--- src/rtl/jddm_pkg.sv ---
// Shared types and constants of the joystick differential drive mixer.
// Depends on nothing; used by the interfaces, the top level and the checker.
package jddm_pkg;

	localparam int unsigned TIMER_W = 14;
	localparam int unsigned STEP_W  = 10;
	localparam int unsigned DZ_W    = 7;
	localparam int unsigned CFG_W   = 14;
	localparam int unsigned CFG_IDX_W = 2;

	localparam logic [7:0] NEUTRAL   = 8'(255 / 2);
	localparam logic [7:0] SPEED_MAX = 8'd254;
	localparam logic [7:0] SPEED_MIN = 8'd0;
	localparam logic [TIMER_W-1:0] TIMER_MAX = {TIMER_W{1'b1}};

	localparam logic [TIMER_W-1:0] TIMEOUT_RESET = TIMER_W'(500);
	localparam logic [STEP_W-1:0]  STEP_RESET    = STEP_W'(10);
	localparam logic [DZ_W-1:0]    DZ_RESET      = DZ_W'(10);

	localparam logic [CFG_IDX_W-1:0] CFG_TIMEOUT_LIMIT = 2'd0;
	localparam logic [CFG_IDX_W-1:0] CFG_TICK_STEP     = 2'd1;
	localparam logic [CFG_IDX_W-1:0] CFG_DEAD_ZONE     = 2'd2;

	typedef struct packed {
		logic       msg_valid;
		logic       msg_initialized;
		logic [7:0] joy_x;
		logic [7:0] joy_y;
		logic       turn_right_button;
		logic       turn_left_button;
	} tick_item_t;

	typedef struct packed {
		logic       motors_set;
		logic [7:0] speed_left;
		logic [7:0] speed_right;
	} result_item_t;

endpackage

--- src/rtl/jddm_if.sv ---
// Valid/ready channel interfaces for control ticks and motor results.
// Depends on jddm_pkg.
interface jddm_tick_if;
	logic                valid;
	logic                ready;
	jddm_pkg::tick_item_t data;

	modport source (output valid, output data, input ready);
	modport sink   (input valid, input data, output ready);
	modport mon    (input valid, input data, input ready);
endinterface

interface jddm_result_if;
	logic                  valid;
	logic                  ready;
	jddm_pkg::result_item_t data;

	modport source (output valid, output data, input ready);
	modport sink   (input valid, input data, output ready);
	modport mon    (input valid, input data, input ready);
endinterface

--- src/rtl/joystick_differential_drive_mixer.sv ---
// Joystick differential drive mixer: one control tick in, one motor result out per item,
// at a sustained rate of one item per clock cycle while the output is not stalled. An
// accepted tick lands in an input register; in the following cycle the arcade mix, dead
// zone, button override and silence timer update run in one pass, and the result is loaded
// into the output register once that register can advance, which raises result valid. The
// silence timer is updated as each item moves into the output register, which keeps items
// in order; a stalled output holds both stages and drops input ready once the input
// register is full.
// Depends on jddm_pkg and jddm_if.
module joystick_differential_drive_mixer (
	input  logic                           clk,
	input  logic                           arst_n,
	jddm_tick_if.sink                      tick,
	jddm_result_if.source                  result,
	input  logic                           cfg_we,
	input  logic [jddm_pkg::CFG_IDX_W-1:0] cfg_index,
	input  logic [jddm_pkg::CFG_W-1:0]     cfg_wdata
);

	logic [jddm_pkg::TIMER_W-1:0] timeout_limit_q;
	logic [jddm_pkg::STEP_W-1:0]  tick_step_q;
	logic [jddm_pkg::DZ_W-1:0]    dead_zone_q;
	logic [jddm_pkg::TIMER_W-1:0] silence_timer_q;
	logic [jddm_pkg::TIMER_W-1:0] timer_next;

	logic                 tick_valid_s1;
	jddm_pkg::tick_item_t tick_data_s1;
	logic                   result_valid_s2;
	jddm_pkg::result_item_t result_data_s2;
	jddm_pkg::result_item_t result_next;

	logic advance;

	logic signed [9:0] cx, cy, cx_half, ax, ay, l_mix, r_mix;
	logic              outside;
	logic [jddm_pkg::TIMER_W:0] timer_sum;

	function automatic logic [7:0] clamp_speed(input logic signed [9:0] v);
		logic signed [10:0] s;
		s = {v[9], v} + 11'sd127;
		if (s < 11'sd0)
			return jddm_pkg::SPEED_MIN;
		else if (s > 11'sd254)
			return jddm_pkg::SPEED_MAX;
		else
			return s[7:0];
	endfunction

	assign advance      = !result_valid_s2 || result.ready;
	assign tick.ready   = !tick_valid_s1 || advance;
	assign result.valid = result_valid_s2;
	assign result.data  = result_data_s2;

	always_ff @(posedge clk or negedge arst_n) begin
		if (!arst_n) begin
			timeout_limit_q <= jddm_pkg::TIMEOUT_RESET;
			tick_step_q     <= jddm_pkg::STEP_RESET;
			dead_zone_q     <= jddm_pkg::DZ_RESET;
		end else if (cfg_we) begin
			unique case (cfg_index)
				jddm_pkg::CFG_TIMEOUT_LIMIT: timeout_limit_q <= cfg_wdata;
				jddm_pkg::CFG_TICK_STEP:     tick_step_q <= cfg_wdata[jddm_pkg::STEP_W-1:0];
				jddm_pkg::CFG_DEAD_ZONE:     dead_zone_q <= cfg_wdata[jddm_pkg::DZ_W-1:0];
				default: ;
			endcase
		end
	end

	always_ff @(posedge clk or negedge arst_n) begin
		if (!arst_n) begin
			tick_valid_s1 <= 1'b0;
		end else if (tick.ready) begin
			tick_valid_s1 <= tick.valid;
		end
	end

	always_ff @(posedge clk) begin
		if (tick.ready && tick.valid) begin
			tick_data_s1 <= tick.data;
		end
	end

	always_comb begin
		cx      = $signed({2'b00, tick_data_s1.joy_x}) - 10'sd127;
		cy      = $signed({2'b00, tick_data_s1.joy_y}) - 10'sd127;
		cx_half = (cx + $signed({9'd0, cx[9]})) >>> 1;
		ax      = cx[9] ? -cx : cx;
		ay      = cy[9] ? -cy : cy;
		outside = (ax > $signed({3'b000, dead_zone_q})) ||
			(ay > $signed({3'b000, dead_zone_q}));

		l_mix = 10'sd0;
		r_mix = 10'sd0;
		if (outside) begin
			if (cy > 10'sd0) begin
				l_mix = (cx > 10'sd0) ? ((cx > cy) ? cx : cy) : (cy + cx_half);
				r_mix = (cx > 10'sd0) ? (cy - cx_half) : ((-cx > cy) ? -cx : cy);
			end else begin
				l_mix = (cx > 10'sd0) ? ((-cx < cy) ? -cx : cy) : (cy - cx_half);
				r_mix = (cx > 10'sd0) ? (cy + cx_half) : ((cx < cy) ? cx : cy);
			end
		end

		timer_sum  = {1'b0, silence_timer_q} +
			{{(jddm_pkg::TIMER_W + 1 - jddm_pkg::STEP_W){1'b0}}, tick_step_q};
		timer_next = silence_timer_q;

		result_next.motors_set  = 1'b0;
		result_next.speed_left  = jddm_pkg::NEUTRAL;
		result_next.speed_right = jddm_pkg::NEUTRAL;

		if (tick_data_s1.msg_valid) begin
			timer_next = '0;
			if (tick_data_s1.msg_initialized) begin
				result_next.motors_set = 1'b1;
				if (tick_data_s1.turn_right_button) begin
					result_next.speed_left  = jddm_pkg::SPEED_MAX;
					result_next.speed_right = jddm_pkg::SPEED_MIN;
				end else if (tick_data_s1.turn_left_button) begin
					result_next.speed_left  = jddm_pkg::SPEED_MIN;
					result_next.speed_right = jddm_pkg::SPEED_MAX;
				end else begin
					result_next.speed_left  = clamp_speed(l_mix);
					result_next.speed_right = clamp_speed(r_mix);
				end
			end
		end else if (silence_timer_q >= timeout_limit_q) begin
			result_next.motors_set = 1'b1;
		end else begin
			timer_next = timer_sum[jddm_pkg::TIMER_W] ? jddm_pkg::TIMER_MAX :
				timer_sum[jddm_pkg::TIMER_W-1:0];
		end
	end

	always_ff @(posedge clk or negedge arst_n) begin
		if (!arst_n) begin
			result_valid_s2 <= 1'b0;
			silence_timer_q <= '0;
		end else if (advance) begin
			result_valid_s2 <= tick_valid_s1;
			if (tick_valid_s1) begin
				silence_timer_q <= timer_next;
			end
		end
	end

	always_ff @(posedge clk) begin
		if (advance && tick_valid_s1) begin
			result_data_s2 <= result_next;
		end
	end

endmodule

--- src/flat_wrapper.sv ---
// flat-port wrapper written by rule: the top's interface ports become plain ports
module joystick_differential_drive_mixer_flat 
  (clk, arst_n, cfg_we, cfg_index, cfg_wdata, tick_valid, tick_data, tick_ready, result_valid, result_data, result_ready);
  jddm_tick_if tick_i ();
  jddm_result_if result_i ();
  input  logic clk;
  input  logic arst_n;
  input  logic cfg_we;
  input  logic [jddm_pkg::CFG_IDX_W-1:0] cfg_index;
  input  logic [jddm_pkg::CFG_W-1:0] cfg_wdata;
  input wire logic [$bits(tick_i.valid)-1:0] tick_valid;
  input wire logic [$bits(tick_i.data)-1:0] tick_data;
  output wire logic [$bits(tick_i.ready)-1:0] tick_ready;
  output wire logic [$bits(result_i.valid)-1:0] result_valid;
  output wire logic [$bits(result_i.data)-1:0] result_data;
  input wire logic [$bits(result_i.ready)-1:0] result_ready;
  assign tick_i.valid = tick_valid;
  assign tick_i.data = tick_data;
  assign tick_ready = tick_i.ready;
  assign result_valid = result_i.valid;
  assign result_data = result_i.data;
  assign result_i.ready = result_ready;
  joystick_differential_drive_mixer u_core (.clk(clk), .arst_n(arst_n), .tick(tick_i), .result(result_i), .cfg_we(cfg_we), .cfg_index(cfg_index), .cfg_wdata(cfg_wdata));
endmodule
--- config.mk ---
export PLATFORM = sky130hd
export DESIGN_NAME = joystick_differential_drive_mixer_flat
export DESIGN_NICKNAME = d
export VERILOG_FILES = /design/src/rtl/jddm_pkg.sv /design/src/rtl/jddm_if.sv /design/src/rtl/joystick_differential_drive_mixer.sv /design/src/flat_wrapper.sv
export SDC_FILE = /design/constraint.sdc
export NUM_CORES = 1
export LEC_CHECK = 0
export BUFFER_PORTS_ARGS = -buffer_cell sky130_fd_sc_hd__buf_2
export CORE_MARGIN = 8
export CORE_UTILIZATION = 55
export CTS_CLUSTER_DIAMETER = 40
export DETAILED_ROUTE_END_ITERATION = 12
export GPL_TIMING_DRIVEN = 0
export PLACE_DENSITY = 0.85
export SLEW_MARGIN = 20
export SYNTH_ARGS = -nofsm -noshare
export SYNTH_HDL_FRONTEND = slang
export SYNTH_SLANG_ARGS = --single-unit
--- constraint.sdc ---
create_clock -name clk -period 15.3 [get_ports clk]
set_clock_uncertainty 0.1 [all_clocks]
set_input_delay 1.53 -clock clk [delete_from_list [all_inputs] [get_ports clk]]
set_output_delay 1.53 -clock clk [all_outputs]
set_load 0.01 [all_outputs]
# Word-level counts from Yosys, hierarchy flattened
# Index checks and enable logic that the tools add are counted.
[totals]
ff_bits = 84
latch_bits = 0
mem_bits_rw = 0
mem_bits_ro = 0
out_inout_bits = 19
elab_cells = 85
n_memories = 0
[classes]
add_sub_neg = 10
mul = 0
div = 0
n_lt_le_gt_ge = 13
eq_ne = 3
n_shift = 0
mux = 26
bitwise = 2
reduce_logical = 14
[op_table]
columns = ["op", "count"]
rows = [
  ["10-bit 2-to-1 mux", 14],
  ["14-bit 2-to-1 mux", 3],
  ["16-bit 2-to-1 mux", 2],
  ["8-bit 2-to-1 mux", 4],
  ["10-bit by 8-bit adder with 11-bit output (second input constant)", 2],
  ["11-bit by 9-bit greater-than comparator with 1-bit output (second input constant)", 2],
  ["11-bit by 1-bit < comparator with 1-bit output (second input constant)", 2],
  ["10-bit by 8-bit greater-than comparator with 1-bit output", 2],
  ["9-bit negation with 10-bit output", 2],
  ["9-bit by 1-bit greater-than comparator with 1-bit output (second input constant)", 2],
  ["8-bit by 7-bit subtractor with 9-bit output (second input constant)", 2],
  ["17-bit 2-to-1 mux", 1],
  ["14-bit by 10-bit adder with 15-bit output", 1],
  ["14-bit greater-or-equal comparator", 1],
  ["9-bit by 2-bit adder with 10-bit output", 1],
  ["9-bit by 9-bit adder with 10-bit output", 1],
  ["10-bit by 9-bit greater-than comparator with 1-bit output", 1],
  ["10-bit by 9-bit < comparator with 1-bit output", 1],
  ["9-bit by 9-bit subtractor with 10-bit output", 1],
  ["9-bit greater-than comparator", 1],
  ["9-bit < comparator", 1],
  ["2-bit AND reduction", 4],
  ["1-bit logical OR", 3],
  ["3-bit AND reduction", 1],
  ["other kinds (9)", 13],
]

# Logic depth before layout (Yosys ltp)
[depth]
ltp_word = 15
depth_mapped = 30

# Least setup slack after synthesis
# OpenSTA, ideal clock, no wires.
[synth_path]
path_kind = "register to register"
from = "reg u_core.tick_data_s1[12] (netlist name)"
to = "reg u_core.result_data_s2 (netlist bit u_core.result.data[13]), data pin"
setup_ns = 0.273
t_arrival_ns = 5.733
t_required_ns = 14.927
setup_slack_ns = 9.193
stages_incl_launch_ff = 29
n_path_buf = 4
path_cell_list = "edfxtp_1 clkbuf_1 nand3_1 nor3_1 xnor2_1 or3_1 inv_1 ha_1 inv_1 ha_1 and3_1 nand4_1 a21oi_1 or2_2 clkbuf_1 clkbuf_1 mux2i_1 a221oi_1 and2_1 or2_2 ha_1 clkbuf_2 and2_1 a31o_2 nand2_1 o211ai_1 a21o_1 a221oi_1 o21ai_0"
[synth_between]
elab_chain_cells = 12
word_cells_on_any_way = 23
classes_between = "6 x add/sub; 6 x order compare; 10 x mux; 1 x reduce/logical"
[synth_rtl]
columns = ["element", "line_no", "source"]
rows = [
  ["start, declared", "joystick_differential_drive_mixer.sv:27", "jddm_pkg::tick_item_t tick_data_s1;"],
  ["start signal, assigned", "joystick_differential_drive_mixer.sv:79", "tick_data_s1 <= tick.data;"],
  ["8-bit by 7-bit subtractor with 9-bit output (*)", "joystick_differential_drive_mixer.sv:84", "cx = $signed({2'b00, tick_data_s1.joy_x}) - 10'sd127;"],
  ["9-bit negation with 10-bit output", "joystick_differential_drive_mixer.sv:87, joystick_differential_drive_mixer.sv:99", ""],
  ["10-bit by 9-bit < comparator with 1-bit output", "joystick_differential_drive_mixer.sv:99", "l_mix = (cx > 10'sd0) ? ((-cx < cy) ? -cx : cy) : (cy - cx_half);"],
  ["10-bit 2-to-1 mux (2 in a row)", "joystick_differential_drive_mixer.sv:99", ""],
  ["10-bit 2-to-1 mux", "joystick_differential_drive_mixer.sv:95", "if (cy > 10'sd0) begin"],
  ["10-bit 2-to-1 mux (*)", "joystick_differential_drive_mixer.sv:94", "if (outside) begin"],
  ["10-bit by 8-bit adder with 11-bit output (*)", "joystick_differential_drive_mixer.sv:40", "s = {v[9], v} + 11'sd127;"],
  ["11-bit by 9-bit greater-than comparator with 1-bit output", "joystick_differential_drive_mixer.sv:43", "else if (s > 11'sd254)"],
  ["8-bit 2-to-1 mux", "joystick_differential_drive_mixer.sv:43", ""],
  ["8-bit 2-to-1 mux (*)", "joystick_differential_drive_mixer.sv:41", "if (s < 11'sd0)"],
  ["16-bit 2-to-1 mux (*)", "joystick_differential_drive_mixer.sv:119", "end else if (tick_data_s1.turn_left_button) begin"],
  ["end signal, assigned", "joystick_differential_drive_mixer.sv:149", "result_data_s2 <= result_next;"],
  ["end, declared", "joystick_differential_drive_mixer.sv:29", "jddm_pkg::result_item_t result_data_s2;"],
]
# Every way passes the cells marked *; elsewhere a longest branch is shown, timed or not.
# A chain may end at the register's enable or synchronous reset.

# Final worst setup path
[layout_path]
from = "reg u_core.tick_data_s1[12] (netlist name)"
to = "reg u_core.result_data_s2 (netlist bit u_core.result.data[8]), data pin"
[layout_between]
elab_chain_cells = 13
word_cells_on_any_way = 24
classes_between = "6 x add/sub; 6 x order compare; 11 x mux; 1 x reduce/logical"
[layout_rtl]
columns = ["element", "line_no", "source"]
rows = [
  ["8-bit by 7-bit subtractor with 9-bit output (*)", "joystick_differential_drive_mixer.sv:84", ""],
  ["9-bit negation with 10-bit output", "joystick_differential_drive_mixer.sv:87, joystick_differential_drive_mixer.sv:99", ""],
  ["10-bit by 9-bit < comparator with 1-bit output", "joystick_differential_drive_mixer.sv:99", ""],
  ["10-bit 2-to-1 mux (2 in a row)", "joystick_differential_drive_mixer.sv:99", ""],
  ["10-bit 2-to-1 mux", "joystick_differential_drive_mixer.sv:95", ""],
  ["10-bit 2-to-1 mux (*)", "joystick_differential_drive_mixer.sv:94", ""],
  ["10-bit by 8-bit adder with 11-bit output (*)", "joystick_differential_drive_mixer.sv:40", ""],
  ["11-bit by 9-bit greater-than comparator with 1-bit output", "joystick_differential_drive_mixer.sv:43", ""],
  ["8-bit 2-to-1 mux", "joystick_differential_drive_mixer.sv:43", ""],
  ["8-bit 2-to-1 mux (*)", "joystick_differential_drive_mixer.sv:41", ""],
  ["16-bit 2-to-1 mux (*)", "joystick_differential_drive_mixer.sv:119", ""],
  ["16-bit 2-to-1 mux (*)", "joystick_differential_drive_mixer.sv:116", "if (tick_data_s1.turn_right_button) begin"],
]
# Marks and branches as above.

==> flow_summary_export.csv <==
group,metric,value,unit
detailed_routing,dr_total_vias,8240,
final_layout,drive_above_1_share,12.4,%
power,cellLeakagePower,3.96,nW
detailed_routing,top_layer_used,"met4",
synthesis,synth-edff-count,37,
worst_setup_path,worstSetupPathType,"reg2reg",
sta,timing.setup.tns,0,ns
clocking,clk_latency,0.36,ns
floorplanning,io_pins,60,
synthesis,synth_warnings,0,
clocking,cts_setup_buffers,0,
worst_setup_path,cp.arrival,7.94,ns
synthesis,ys_types,80,
sta,holdWs,0.396,ns
place,io_buffers,59,
worst_setup_path,critical_path.top_delay_family,"simple AND/OR/NAND/NOR gates",
power,p_per_area,117,mW/mm^2
synthesis,syn_area,0.00843,sq mm
clocking,cts_tree,"done",
sta,finalCriticalPeriod,7.86,ns
synthesis,yosysSeqAreaShare,27.3,%
final_layout,fin_nets,1205,
synthesis,synth_fp_nets,1135,
worst_setup_path,worstPathRequired,15.38,ns
global_route,track_usage,25.6,%
sta,worst_pin_slew,1.12,ns
sta,setup_viol_count_final,0,
detailed_routing,first_iter_violations,996,
sta,maxSlewViolCount,0,
power,max-vdd-ir-drop,0.0000959,V
sta,relSlewSlack,25.2,%
global_route,grt_pass1_wl,40.7,mm
worst_setup_path,start_kind,"flop",
floorplanning,dieArea,0.0196,sq mm
floorplanning,initial_utilization,55.9,%
clocking,cts_resized,0,
detailed_routing,postRouteAntennaNets,0,
global_route,antenna_found_initial,0,
detailed_routing,drcViolationCount,0,
place,place_congestion,1.01,
sta,period_share,51.4,%
detailed_routing,wl_met1,10.5,mm
synthesis,syn_avg_cell_area,8.37,sq um
worst_setup_path,cp_max_fo,10,
worst_setup_path,crit_buf_inv,6,
detailed_routing,wl_met3,1.90,mm
sta,hold_viol_final,0,
synthesis,synth.ff_latch_count,84,
worst_setup_path,critPathSlowestCell,"a21oi_1",
synthesis,synth_cells,1008,
final_layout,antennaDiodeCount,0,
sta,rsz0062_at_grt,"no",
clocking,numCtsBuffers,9,
sta,max_freq,127,MHz
place,hpwlAfterDp,19.2,mm
worst_setup_path,cp-end-kind,"flop",
floorplanning,dieHeight,140,microns
floorplanning,core.rowCount,45,
clocking,cts_hold_buf,0,
final_layout,area_delta_synth_final,9.79,%
clocking,cts_buffer_depth,2,
floorplanning,die_x,140,microns
detailed_routing,first_pass_iters,6,
final_layout,layout.cells.non_filler,1271,
detailed_routing,wl_per_cell,19.7,microns
detailed_routing,routed_wl,25.0,mm
outcome,outcome,"completed",
clocking,path_clk_slew,0.07,ns
global_route,grt_max_degree,48,
run,cap_violations,0,
worst_setup_path,max_stage_delay,0.51,ns
global_route,overflow,0,
clocking,h-tree-depth,3,
clocking,cts.sinks,84,
global_route,grt_pass1_vias,7918,
worst_hold_path,min_path_type,"reg2reg",
synthesis,synthFlopType,"edfxtp_1",
place,placedCellCount,1255,
synthesis,ys_async_sr_fraction,56.0,%
detailed_routing,dr_wl_met2,11.8,mm
clocking,root_buffer,"clkbuf_16",
detailed_routing,viasPerCell,6.48,
floorplanning,core_area,0.0151,sq mm
flip-flops by register name, indices dropped and copies added (netlist names):
name,cells
u_core.timeout_limit_q,14
u_core.tick_valid_s1,1
u_core.dead_zone_q,7
u_core.tick_step_q,10
u_core.result.data,17
u_core.silence_timer_q,14
u_core.tick_data_s1,20
u_core.result.valid,1
cell type report:
type / instances / area (sq um)
fillers: 1301 / 5830
multi-input cells: 796 / 5630
flip-flops and latches: 84 / 2300
inverters: 82 / 308
repair buffers: 59 / 298
well taps: 188 / 235
clock buffers: 9 / 225
plain buffers: 46 / 198
clock inverters: 7 / 67.6
power breakdown:
group / switching, W / internal [W] / total, W
sequential: 0.0000240 / 0.000277 / 0.000301
clock: 0.000103 / 0.000114 / 0.000217
combinational: 0.000339 / 0.000224 / 0.000562
per-layer routing:
layer	up-vias	global-route usage (%)
li1	3892	-
met3	66	4.82
met1	3896	31.7
met2	386	42.7
met4	0	11.0
met5	-	0
logic make-up after synthesis:
logic type | synth area share [%]
AND/OR/NAND/NOR | 19.7
AO/OA/AOI/OAI | 24.9
buffers and inverters | 5.99
adder cells (fa/ha/maj) | 13.0
flip-flops | 27.3
XOR/XNOR | 5.50
multiplexers | 3.62
Yosys cell counts (4+ instances only):
| library cell | n | area share, % |
|---|---|---|
| nand2b_1 | 13 | 0.96 |
| ha_1 | 83 | 12 |
| nor4_1 | 7 | 0.52 |
| xnor2_1 | 40 | 4.2 |
| a32oi_1 | 4 | 0.42 |
| edfxtp_1 | 37 | 13 |
| and4_1 | 4 | 0.42 |
| a21o_1 | 22 | 2.0 |
| or2_2 | 6 | 0.45 |
| clkbuf_1 | 37 | 1.6 |
| a21boi_0 | 4 | 0.36 |
| a221oi_1 | 11 | 1.1 |
| dfrtp_1 | 37 | 11 |
| nor3_1 | 27 | 1.6 |
| inv_1 | 82 | 3.6 |
| o2111ai_1 | 5 | 0.52 |
| nor3b_1 | 9 | 0.80 |
| nand3b_1 | 5 | 0.45 |
| dfstp_2 | 10 | 3.1 |
| o221ai_1 | 4 | 0.42 |
| and2_1 | 16 | 1.2 |
| nor2_1 | 76 | 3.4 |
| o21bai_1 | 6 | 0.53 |
| nor2b_1 | 16 | 1.2 |
| or3_1 | 7 | 0.52 |
| a21oi_1 | 62 | 3.7 |
| mux2_2 | 20 | 2.7 |
| nand4_1 | 14 | 1.0 |
| o31a_1 | 4 | 0.42 |
| and3_1 | 14 | 1.0 |
| o211ai_1 | 15 | 1.3 |
| a31oi_1 | 16 | 1.2 |
| a211oi_1 | 18 | 1.6 |
| o311ai_0 | 8 | 0.83 |
| mux2i_1 | 8 | 0.95 |
| o22a_1 | 5 | 0.52 |
| a221o_1 | 4 | 0.47 |
| o21ai_0 | 71 | 4.2 |
| nand3_1 | 23 | 1.4 |
| or4_1 | 4 | 0.36 |
| xor2_1 | 13 | 1.3 |
| o22ai_1 | 6 | 0.45 |
| nand2_1 | 66 | 2.9 |
| o21a_1 | 7 | 0.62 |
cells in the final DEF (no fill, tap or decap), drive strengths merged, types with 15 or more instances in the layout:
cell	n
a21o	22
clkbuf	48
o211ai	15
inv	86
a211oi	18
nor2	76
dfrtp	37
nand2	66
and2	16
mux2	20
nand3	23
buf	66
edfxtp	37
o21ai	73
xnor2	40
nor2b	16
a21oi	64
nor3	27
ha	83
and3	16
a31oi	16
path summary, 6_finish.rpt:
path / startpoint / end / slack [ns] / cells past startpoint
setup / recovery: u_core.tick_data_s1[12]$_DFFE_PP_ / u_core.result.data[8]$_SDFFCE_PN1P_ / 7.44 / 28
hold / removal: u_core.tick_valid_s1$_DFFE_PN0N_ / u_core.result.valid$_DFFE_PN0N_ / 0.40 / 1
setup reg to reg: u_core.tick_data_s1[12]$_DFFE_PP_ / u_core.result.data[8]$_SDFFCE_PN1P_ / 7.44 / 28
hold reg to reg: u_core.tick_valid_s1$_DFFE_PN0N_ / u_core.result.valid$_DFFE_PN0N_ / 0.40 / 1
max in group asynchronous: arst_n / u_core.dead_zone_q[2]$_DFFE_PN0P_ / 13.62 / 1
min in group asynchronous: arst_n / u_core.result.valid$_DFFE_PN0N_ / 1.07 / 1
metrics by stage:
step                util, %  instance area (sq um)  total power (W)  setup slack [ns]
floorplan                 -                   8430         0.000711              9.19
global placement       59.4                   8960         0.000832              7.88
detailed placement     59.4                   8960         0.000849              7.79
CTS                    61.4                   9260          0.00107              7.74
global route           61.4                   9260          0.00115              7.13
finish                 61.4                   9260          0.00108              7.44
No activity file was read; power rests on OpenSTA's default activity.
